## config.mk

```make
export PLATFORM = sky130hd
export DESIGN_NAME = glyph_coverage_alpha_blend_unit_flat
export DESIGN_NICKNAME = d
export VERILOG_FILES = /design/src/hw/rtl/gcab_pkg.sv /design/src/hw/rtl/gcab_cov_if.sv /design/src/hw/rtl/gcab_pix_if.sv /design/src/hw/rtl/gcab_regs.sv /design/src/hw/rtl/gcab_walker.sv /design/src/hw/rtl/gcab_blend.sv /design/src/hw/rtl/glyph_coverage_alpha_blend_unit.sv /design/src/flat_wrapper.sv
export SDC_FILE = /design/constraint.sdc
export NUM_CORES = 1
export LEC_CHECK = 0
export ABC_AREA = 1
export BUFFER_PORTS_ARGS = -buffer_cell sky130_fd_sc_hd__buf_2
export CAP_MARGIN = 20
export CORE_AREA = 2 2 203 205
export DETAILED_ROUTE_END_ITERATION = 10
export DIE_AREA = 0 0 205 207
export PLACE_DENSITY = 0.79
export SLEW_MARGIN = 5
export SYNTH_ARGS = -nofsm -noshare
export SYNTH_HDL_FRONTEND = slang
export SYNTH_HIERARCHICAL = 1
export SYNTH_SLANG_ARGS = --single-unit
```

## constraint.sdc

```tcl
create_clock -name clk -period 5.3 [get_ports clk]
set_input_delay 1.06 -clock clk [delete_from_list [all_inputs] [get_ports clk]]
set_output_delay 1.06 -clock clk [all_outputs]
set_load 0.05 [all_outputs]
```

## src/hw/rtl/gcab_pkg.sv

```systemverilog
// shared types and constants for the glyph coverage alpha blend unit
// configuration layout, register indexes and pipeline stage payload
// no dependencies
package gcab_pkg;

    // apb address width: seven 32-bit registers at 4*i
    localparam int APB_ADDR_W = 5;
    localparam int APB_DATA_W = 32;

    // register indexes (byte address bits 4:2)
    localparam logic [2:0] REG_ORIGIN_X         = 3'd0;
    localparam logic [2:0] REG_ORIGIN_Y         = 3'd1;
    localparam logic [2:0] REG_GLYPH_WIDTH      = 3'd2;
    localparam logic [2:0] REG_GLYPH_HEIGHT     = 3'd3;
    localparam logic [2:0] REG_FG_COLOR         = 3'd4;
    localparam logic [2:0] REG_BLEND_BG_COLOR   = 3'd5;
    localparam logic [2:0] REG_TRANSPARENT_MODE = 3'd6;

    // reset values
    localparam logic [7:0]  GLYPH_DIM_RESET  = 8'd1;
    localparam logic [23:0] FG_COLOR_RESET   = 24'hFF_FFFF;
    localparam logic [7:0]  CHANNEL_MAX      = 8'd255;

    // configuration seen by the datapath
    typedef struct packed {
        logic signed [11:0] origin_x;
        logic signed [11:0] origin_y;
        logic [7:0]         glyph_width;
        logic [7:0]         glyph_height;
        logic [23:0]        fg_color;
        logic [23:0]        blend_bg_color;
        logic               transparent_mode;
    } cfg_t;

    // item held in the input stage
    typedef struct packed {
        logic [7:0] coverage;
        logic [7:0] column;
        logic [7:0] row;
        logic       last;
    } stage_t;

endpackage

```

## src/hw/rtl/gcab_cov_if.sv

```systemverilog
// coverage byte channel: valid/ready handshake with 8-bit payload
// no dependencies
interface gcab_cov_if;
    logic       valid;
    logic       ready;
    logic [7:0] coverage;

    modport source (output valid, output coverage, input ready);
    modport sink   (input valid, input coverage, output ready);
endinterface

```

## src/hw/rtl/gcab_pix_if.sv

```systemverilog
// pixel result channel: valid/ready handshake with coordinate, color and flags
// no dependencies
interface gcab_pix_if;
    logic               valid;
    logic               ready;
    logic signed [12:0] pixel_x;
    logic signed [12:0] pixel_y;
    logic [23:0]        pixel_color;
    logic               write_enable;
    logic               last_pixel;

    modport source (output valid, output pixel_x, output pixel_y, output pixel_color,
                    output write_enable, output last_pixel, input ready);
    modport sink   (input valid, input pixel_x, input pixel_y, input pixel_color,
                    input write_enable, input last_pixel, output ready);
endinterface

```

## src/hw/rtl/gcab_regs.sv

```systemverilog
// apb configuration registers for the glyph blend unit
// depends on gcab_pkg
module gcab_regs
    import gcab_pkg::*;
(
    input  logic                  clk,
    input  logic                  rst_n,
    input  logic                  psel,
    input  logic                  penable,
    input  logic                  pwrite,
    input  logic [APB_ADDR_W-1:0] paddr,
    input  logic [APB_DATA_W-1:0] pwdata,
    output logic [APB_DATA_W-1:0] prdata,
    output logic                  pready,
    output cfg_t                  cfg
);

    cfg_t       cfg_reg;
    cfg_t       cfg_next;
    logic       wr_en;
    logic [2:0] reg_idx;

    assign pready  = 1'b1;
    assign wr_en   = psel && penable && pwrite;
    assign reg_idx = paddr[4:2];
    assign cfg     = cfg_reg;

    // register write decode
    always_comb
    begin
        cfg_next = cfg_reg;
        if (wr_en)
        begin
            case (reg_idx)
                REG_ORIGIN_X:         cfg_next.origin_x         = pwdata[11:0];
                REG_ORIGIN_Y:         cfg_next.origin_y         = pwdata[11:0];
                REG_GLYPH_WIDTH:      cfg_next.glyph_width      = pwdata[7:0];
                REG_GLYPH_HEIGHT:     cfg_next.glyph_height     = pwdata[7:0];
                REG_FG_COLOR:         cfg_next.fg_color         = pwdata[23:0];
                REG_BLEND_BG_COLOR:   cfg_next.blend_bg_color   = pwdata[23:0];
                REG_TRANSPARENT_MODE: cfg_next.transparent_mode = pwdata[0];
                default:              cfg_next = cfg_reg;
            endcase
        end
    end

    always_ff @(posedge clk or negedge rst_n)
    begin
        if (!rst_n)
        begin
            cfg_reg.origin_x         <= '0;
            cfg_reg.origin_y         <= '0;
            cfg_reg.glyph_width      <= GLYPH_DIM_RESET;
            cfg_reg.glyph_height     <= GLYPH_DIM_RESET;
            cfg_reg.fg_color         <= FG_COLOR_RESET;
            cfg_reg.blend_bg_color   <= '0;
            cfg_reg.transparent_mode <= 1'b0;
        end
        else
        begin
            cfg_reg <= cfg_next;
        end
    end

    // read mux
    always_comb
    begin
        case (reg_idx)
            REG_ORIGIN_X:         prdata = {20'd0, cfg_reg.origin_x};
            REG_ORIGIN_Y:         prdata = {20'd0, cfg_reg.origin_y};
            REG_GLYPH_WIDTH:      prdata = {24'd0, cfg_reg.glyph_width};
            REG_GLYPH_HEIGHT:     prdata = {24'd0, cfg_reg.glyph_height};
            REG_FG_COLOR:         prdata = {8'd0, cfg_reg.fg_color};
            REG_BLEND_BG_COLOR:   prdata = {8'd0, cfg_reg.blend_bg_color};
            REG_TRANSPARENT_MODE: prdata = {31'd0, cfg_reg.transparent_mode};
            default:              prdata = '0;
        endcase
    end

endmodule

```

## src/hw/rtl/gcab_walker.sv

```systemverilog
// input stage: takes coverage bytes, steps column/row counters, flags glyph end
// depends on gcab_pkg and gcab_cov_if
module gcab_walker
    import gcab_pkg::*;
(
    input  logic      clk,
    input  logic      rst_n,
    input  cfg_t      cfg,
    gcab_cov_if.sink  cov,
    input  logic      stage_ready,
    output logic      stage_valid,
    output stage_t    stage_data
);

    logic [7:0] column_reg;
    logic [7:0] column_next;
    logic [7:0] row_reg;
    logic [7:0] row_next;
    logic       valid_reg;
    logic       valid_next;
    stage_t     data_reg;
    logic       take;
    logic [7:0] width_eff;
    logic [7:0] height_eff;
    logic       row_end;
    logic       glyph_end;

    assign cov.ready   = !valid_reg || stage_ready;
    assign take        = cov.valid && cov.ready;
    assign stage_valid = valid_reg;
    assign stage_data  = data_reg;

    // a zero width or height acts as one
    assign width_eff  = (cfg.glyph_width == 8'd0) ? 8'd1 : cfg.glyph_width;
    assign height_eff = (cfg.glyph_height == 8'd0) ? 8'd1 : cfg.glyph_height;

    // end of row / glyph, also when a limit shrank below the counter
    assign row_end   = ({1'b0, column_reg} + 9'd1) >= {1'b0, width_eff};
    assign glyph_end = row_end && (({1'b0, row_reg} + 9'd1) >= {1'b0, height_eff});

    // counter advance on each transfer
    always_comb
    begin
        column_next = column_reg;
        row_next    = row_reg;
        if (take)
        begin
            if (glyph_end)
            begin
                column_next = '0;
                row_next    = '0;
            end
            else if (row_end)
            begin
                column_next = '0;
                row_next    = row_reg + 8'd1;
            end
            else
            begin
                column_next = column_reg + 8'd1;
            end
        end
    end

    // stage valid flag
    always_comb
    begin
        if (take)
            valid_next = 1'b1;
        else if (stage_ready)
            valid_next = 1'b0;
        else
            valid_next = valid_reg;
    end

    always_ff @(posedge clk or negedge rst_n)
    begin
        if (!rst_n)
        begin
            column_reg <= '0;
            row_reg    <= '0;
            valid_reg  <= 1'b0;
        end
        else
        begin
            column_reg <= column_next;
            row_reg    <= row_next;
            valid_reg  <= valid_next;
        end
    end

    // payload capture
    always_ff @(posedge clk)
    begin
        if (take)
        begin
            data_reg.coverage <= cov.coverage;
            data_reg.column   <= column_reg;
            data_reg.row      <= row_reg;
            data_reg.last     <= glyph_end;
        end
    end

endmodule

```

## src/hw/rtl/gcab_blend.sv

```systemverilog
// result stage: pixel coordinates, per-channel alpha blend and output register
// depends on gcab_pkg and gcab_pix_if
module gcab_blend
    import gcab_pkg::*;
(
    input  logic        clk,
    input  logic        rst_n,
    input  cfg_t        cfg,
    input  logic        stage_valid,
    input  stage_t      stage_data,
    output logic        stage_ready,
    gcab_pix_if.source  pix
);

    logic               valid_reg;
    logic               valid_next;
    logic signed [12:0] px_reg;
    logic signed [12:0] py_reg;
    logic [23:0]        color_reg;
    logic               we_reg;
    logic               last_reg;
    logic signed [12:0] px_next;
    logic signed [12:0] py_next;
    logic [23:0]        color_next;
    logic               we_next;
    logic [23:0]        blended;
    logic [7:0]         inv_cov;
    logic               take;

    assign stage_ready = !valid_reg || pix.ready;
    assign take        = stage_valid && stage_ready;

    // origin plus counter, sign-extended to 13 bits
    assign px_next = {cfg.origin_x[11], cfg.origin_x} + {5'd0, stage_data.column};
    assign py_next = {cfg.origin_y[11], cfg.origin_y} + {5'd0, stage_data.row};

    assign inv_cov = CHANNEL_MAX - stage_data.coverage;

    // per-channel blend; the sum never exceeds 255*255 so 16 bits hold it
    always_comb
    begin
        logic [15:0] fg_prod;
        logic [15:0] bg_prod;
        logic [15:0] sum;
        blended = '0;
        for (int ch = 0; ch < 3; ch++)
        begin
            fg_prod = cfg.fg_color[ch*8 +: 8] * stage_data.coverage;
            bg_prod = cfg.blend_bg_color[ch*8 +: 8] * inv_cov;
            sum     = fg_prod + bg_prod;
            blended[ch*8 +: 8] = sum[15:8];
        end
    end

    // zero coverage: background fill, or no write in transparent mode
    always_comb
    begin
        if (stage_data.coverage != 8'd0)
        begin
            color_next = blended;
            we_next    = 1'b1;
        end
        else if (cfg.transparent_mode)
        begin
            color_next = '0;
            we_next    = 1'b0;
        end
        else
        begin
            color_next = cfg.blend_bg_color;
            we_next    = 1'b1;
        end
    end

    // output valid flag
    always_comb
    begin
        if (take)
            valid_next = 1'b1;
        else if (pix.ready)
            valid_next = 1'b0;
        else
            valid_next = valid_reg;
    end

    always_ff @(posedge clk or negedge rst_n)
    begin
        if (!rst_n)
            valid_reg <= 1'b0;
        else
            valid_reg <= valid_next;
    end

    always_ff @(posedge clk)
    begin
        if (take)
        begin
            px_reg    <= px_next;
            py_reg    <= py_next;
            color_reg <= color_next;
            we_reg    <= we_next;
            last_reg  <= stage_data.last;
        end
    end

    assign pix.valid        = valid_reg;
    assign pix.pixel_x      = px_reg;
    assign pix.pixel_y      = py_reg;
    assign pix.pixel_color  = color_reg;
    assign pix.write_enable = we_reg;
    assign pix.last_pixel   = last_reg;

endmodule

```

## src/hw/rtl/glyph_coverage_alpha_blend_unit.sv

```systemverilog
// glyph coverage alpha blend unit, top level
// each byte is registered in the input stage, then in the result stage, before output
// throughput: one coverage byte per cycle while pix.ready holds, set by the two-register
// pipeline (input stage with counters, result stage with blend multipliers)
// reset clears counters, valid flags and restores register defaults
// depends on gcab_pkg, gcab_cov_if, gcab_pix_if, gcab_regs, gcab_walker, gcab_blend
module glyph_coverage_alpha_blend_unit
    import gcab_pkg::*;
(
    input  logic                  clk,
    input  logic                  rst_n,
    input  logic                  psel,
    input  logic                  penable,
    input  logic                  pwrite,
    input  logic [APB_ADDR_W-1:0] paddr,
    input  logic [APB_DATA_W-1:0] pwdata,
    output logic [APB_DATA_W-1:0] prdata,
    output logic                  pready,
    gcab_cov_if.sink              cov,
    gcab_pix_if.source            pix
);

    cfg_t   cfg;
    logic   stage_valid;
    logic   stage_ready;
    stage_t stage_data;

    // configuration registers
    gcab_regs u_regs (
        .clk     (clk),
        .rst_n   (rst_n),
        .psel    (psel),
        .penable (penable),
        .pwrite  (pwrite),
        .paddr   (paddr),
        .pwdata  (pwdata),
        .prdata  (prdata),
        .pready  (pready),
        .cfg     (cfg)
    );

    // input stage and glyph walk counters
    gcab_walker u_walker (
        .clk         (clk),
        .rst_n       (rst_n),
        .cfg         (cfg),
        .cov         (cov),
        .stage_ready (stage_ready),
        .stage_valid (stage_valid),
        .stage_data  (stage_data)
    );

    // blend and result register
    gcab_blend u_blend (
        .clk         (clk),
        .rst_n       (rst_n),
        .cfg         (cfg),
        .stage_valid (stage_valid),
        .stage_data  (stage_data),
        .stage_ready (stage_ready),
        .pix         (pix)
    );

`ifndef SYNTHESIS
    // a stalled input stage keeps its item
    a_stage_hold: assert property (@(posedge clk) disable iff (!rst_n)
        stage_valid && !stage_ready |=> stage_valid && $stable(stage_data))
        else $error("input stage item lost while stalled");

    // every input transfer lands in the input stage
    a_take_lands: assert property (@(posedge clk) disable iff (!rst_n)
        cov.valid && cov.ready |=> stage_valid)
        else $error("input transfer not captured");

    // a suppressed write only comes from transparent mode and carries no color
    a_no_write: assert property (@(posedge clk) disable iff (!rst_n)
        pix.valid && !pix.write_enable |-> pix.pixel_color == '0 && cfg.transparent_mode)
        else $error("unexpected suppressed pixel write");
`endif

endmodule
```

## src/flat_wrapper.sv

```systemverilog
// flat-port wrapper written by rule: the top's interface ports become plain ports
module glyph_coverage_alpha_blend_unit_flat import gcab_pkg::*;
  (clk, rst_n, psel, penable, pwrite, paddr, pwdata, prdata, pready, cov_valid, cov_coverage, cov_ready, pix_valid, pix_pixel_x, pix_pixel_y, pix_pixel_color, pix_write_enable, pix_last_pixel, pix_ready);
  gcab_cov_if cov_i ();
  gcab_pix_if pix_i ();
  input  logic clk;
  input  logic rst_n;
  input  logic psel;
  input  logic penable;
  input  logic pwrite;
  input  logic [APB_ADDR_W-1:0] paddr;
  input  logic [APB_DATA_W-1:0] pwdata;
  output logic [APB_DATA_W-1:0] prdata;
  output logic pready;
  input wire logic [$bits(cov_i.valid)-1:0] cov_valid;
  input wire logic [$bits(cov_i.coverage)-1:0] cov_coverage;
  output wire logic [$bits(cov_i.ready)-1:0] cov_ready;
  output wire logic [$bits(pix_i.valid)-1:0] pix_valid;
  output wire logic [$bits(pix_i.pixel_x)-1:0] pix_pixel_x;
  output wire logic [$bits(pix_i.pixel_y)-1:0] pix_pixel_y;
  output wire logic [$bits(pix_i.pixel_color)-1:0] pix_pixel_color;
  output wire logic [$bits(pix_i.write_enable)-1:0] pix_write_enable;
  output wire logic [$bits(pix_i.last_pixel)-1:0] pix_last_pixel;
  input wire logic [$bits(pix_i.ready)-1:0] pix_ready;
  assign cov_i.valid = cov_valid;
  assign cov_i.coverage = cov_coverage;
  assign cov_ready = cov_i.ready;
  assign pix_valid = pix_i.valid;
  assign pix_pixel_x = pix_i.pixel_x;
  assign pix_pixel_y = pix_i.pixel_y;
  assign pix_pixel_color = pix_i.pixel_color;
  assign pix_write_enable = pix_i.write_enable;
  assign pix_last_pixel = pix_i.last_pixel;
  assign pix_i.ready = pix_ready;
  glyph_coverage_alpha_blend_unit u_core (.clk(clk), .rst_n(rst_n), .psel(psel), .penable(penable), .pwrite(pwrite), .paddr(paddr), .pwdata(pwdata), .prdata(prdata), .pready(pready), .cov(cov_i), .pix(pix_i));
endmodule
```

==> impl_metrics.env <==
export IMPL_wirelength_um=63480
export IMPL_path_buf_inv=7
export IMPL_ant_nets=0
export IMPL_syn_to_final_growth_pct=13.02
export IMPL_crit_chain="buf_12, buf_4, nand2_1, inv_1, fa_1, inv_1, fa_1, inv_1, fa_2, fa_2, fa_1, inv_1, fa_1, inv_1, ha_4, nand2_1, nand2_1, nand2_1, nand2_1, nand2_1, nand3_1, nand2_1, nand3_1, nand2_1"
export IMPL_antenna_found_initial=0
export IMPL_ys_top_cells_by_area="fa_1, nand2_1, inv_1, ha_1, edfxtp_1"
export IMPL_path_clk_slew_ps=80
export IMPL_finalCritPeriodShare_pct=101.0
export IMPL_hold_path_class="reg2reg"
export IMPL_rows=74
export IMPL_arrival_ps=5610
export IMPL_finalHoldViolCount=0
export IMPL_cts_path_max_buffers=2
export IMPL_syn_area_mm2=0.02303
export IMPL_htree_levels=4
export IMPL_ys_warn_count=6
export IMPL_worst_pin_slew_ps=939.3
export IMPL_first_iter_violations=1996
export IMPL_skew_ps=14.34
export IMPL_drv_cap=0
export IMPL_yosysSeqAreaShare_pct=21.81
export IMPL_violations="setup timing"
export IMPL_io_pins=139
export IMPL_status="finished with violations"
export IMPL_relSlewSlack_pct=37.23
export IMPL_viasPerCell=5.404
export IMPL_ctsRootBufferMaster="clkbuf_16"
export IMPL_drv_slew=0
export IMPL_largest_reg_flops=89
export IMPL_track_usage_pct=31.01
export IMPL_use_met1_pct=39.04
export IMPL_worst_slack_ps=-53.53
export IMPL_critPathTopFamily="adder cells"
export IMPL_port_buffers=119
export IMPL_die_area_mm2=0.04244
export IMPL_yosysUniqueCellTypes=45
export IMPL_worst_setup_path_type="reg2reg"
export IMPL_critical_path_required_ps=5560
export IMPL_fin_nets=3656
export IMPL_rsz0062_at_grt="yes"
export IMPL_fmax_ghz=0.1868
export IMPL_start_util_pct=57.05
export IMPL_critical_path_max_stage_delay_ps=570
export IMPL_end_kind="flop"
export IMPL_drc=0
export IMPL_busiest_layer="met2"
export IMPL_grt_pass1_wl_um=101700
export IMPL_start_kind="flop"
export IMPL_gp_congestion=0.9974
export IMPL_synth_top_area_share_pct=24.95
export IMPL_dp_hpwl_um=48610
export IMPL_fin_crit_ps=5354
export IMPL_synth_avg_cell_area_um2=7.817
export IMPL_clk_latency_ps=510
export IMPL_cpMostUsedCell="nand2_1"
export IMPL_vias=19712
export IMPL_crit_fanout=12
export IMPL_synthesis_instances=2946
export IMPL_die_w_um=205
export IMPL_grt_start_max_net_pins=59
export IMPL_met3_usage_pct=5.695
export IMPL_core_area_mm2=0.04037
export IMPL_grtUsageMet2_pct=51.10
export IMPL_grt_pass1_vias=20277
export IMPL_overflow=0
export IMPL_drive_gt1_share_pct=14.41
export IMPL_avgRoutedWirePerCell_um=17.40
export IMPL_drt_pass1_iter_count=5
export IMPL_fill_cells=3300
export IMPL_slowest_stage="fa_2"
export IMPL_antennaDiodeCount=0
export IMPL_finalSetupViolCount=6
export IMPL_multi_input_area_mm2=0.01512
export IMPL_synth_area_leader_cell="fa_1"
export IMPL_clock_sinks=184
export IMPL_die_h_um=207
export IMPL_setup_tns_ps=-216.0
export IMPL_final_seq_area_mm2=0.005026
export IMPL_post_route_util_pct=64.48
export IMPL_cts_tree="done"
export IMPL_cts_made_buffers=17
export IMPL_ys_ff_latch=184
[metrics by stage]
stage	std cells	setup slack, ps	hold WS, ps	instance area, µm²
floorplan	2953	24.71	400.3	23060
global placement	3594	-62.71	433.1	24630
detailed placement	3594	-139.1	432.0	24630
CTS	3637	-13.92	458.8	25540
global route	3648	-268.5	468.2	26030
finish	3648	-53.53	452.6	26030
[synthesized netlist by cell type (all sizes together)]
cell type	n
nor3	6
inv	759
a21oi	36
edfxtp	77
ha	214
fa	287
a31oi	3
buf	49
o21ai	98
conb	2
xnor2	6
nand3b	3
clkbuf	61
nor4	2
a41o	2
nand2b	1
o21bai	3
nand3	119
nand4	53
xor2	29
nor2	213
nand2	798
o211ai	1
o21a	1
o22ai	16
dfstp	26
dfrtp	81
[per-layer routing]
layer  vias to the layer above  routed length, µm
li1                       9054                  -
met1                      9520              24150
met2                       962              30890
met3                       176               5376
met4                         0               3068
met5                         -                  0
[placed cells by master, fill, tap and decap left out, types with 25 or more instances in the layout]
cell type	netlist	final
a21oi_1	35	29
buf_2	21	118
buf_4	16	97
dfrtp_1	81	81
dfstp_2	26	25
edfxtp_1	77	77
fa_1	287	279
ha_1	214	194
inv_1	750	735
nand2_1	791	754
nand2_2	5	37
nand3_1	115	107
nand4_1	52	52
nor2_1	204	191
o21ai_0	73	73
xor2_1	29	29
[worst register-to-register path: stages, from the launching register on]
cell	delay [ps]
edfxtp_1	460
buf_12	190
buf_4	150
nand2_1	60
inv_1	60
fa_1	540
inv_1	60
fa_1	490
inv_1	60
fa_2	570
fa_2	440
fa_1	490
inv_1	50
fa_1	480
inv_1	70
ha_4	300
nand2_1	60
nand2_1	70
nand2_1	80
nand2_1	80
nand2_1	70
nand3_1	90
nand2_1	60
nand3_1	70
nand2_1	80
[what timing repair did]
item                       in CTS  in global routing
pin swaps                       8                 21
setup endpoints to repair      19                 24
setup buffers                  10                  9
cloned                          1                  1
hold buffers                    0                  0
gates resized for setup        37                 97
[layout make-up]
type                    count  share of cell area [%]
well taps                 532                   2.557
inverters                 759                   10.97
clock inverters            15                  0.7211
flip-flops and latches    184                   19.31
multi-input cells        1900                   58.08
repair buffers            241                   6.725
clock buffers              17                   1.634
[final timing paths]
| kind | startpoint | slack [ps] | depth (start not counted) | to |
|---|---|---|---|---|
| max | u_core/u_walker/stage_data[21]$_DFFE_PP_ | -50 | 24 | u_core/u_blend/pix.pixel_color[14]$_DFFE_PP_ |
| min | u_core/u_walker/stage_data[0]$_DFFE_PP_ | 450 | 0 | u_core/u_blend/pix.last_pixel$_DFFE_PP_ |
| max reg2reg | u_core/u_walker/stage_data[21]$_DFFE_PP_ | -50 | 24 | u_core/u_blend/pix.pixel_color[14]$_DFFE_PP_ |
| min reg2reg | u_core/u_walker/stage_data[0]$_DFFE_PP_ | 450 | 0 | u_core/u_blend/pix.last_pixel$_DFFE_PP_ |
| max in group asynchronous | rst_n | 3520 | 2 | u_core/u_regs/cfg[63]$_DFFE_PN0P_ |
| min in group asynchronous | rst_n | 600 | 1 | u_core/u_walker/row_reg[3]$_DFFE_PN0P_ |
[logic make-up after synthesis]
logic type | after synthesis | share of synthesized area (%)
buf+inv | 869 | 14.91
simple gates | 1195 | 21.52
other cells | 2 | 0.03261
fa+ha+maj | 501 | 36.58
compound gates | 160 | 3.825
flops | 184 | 21.81
xor+xnor | 35 | 1.331
Power is not shown: default switching activity piles up to over one toggle a cycle in this logic, so the estimate is an artifact.
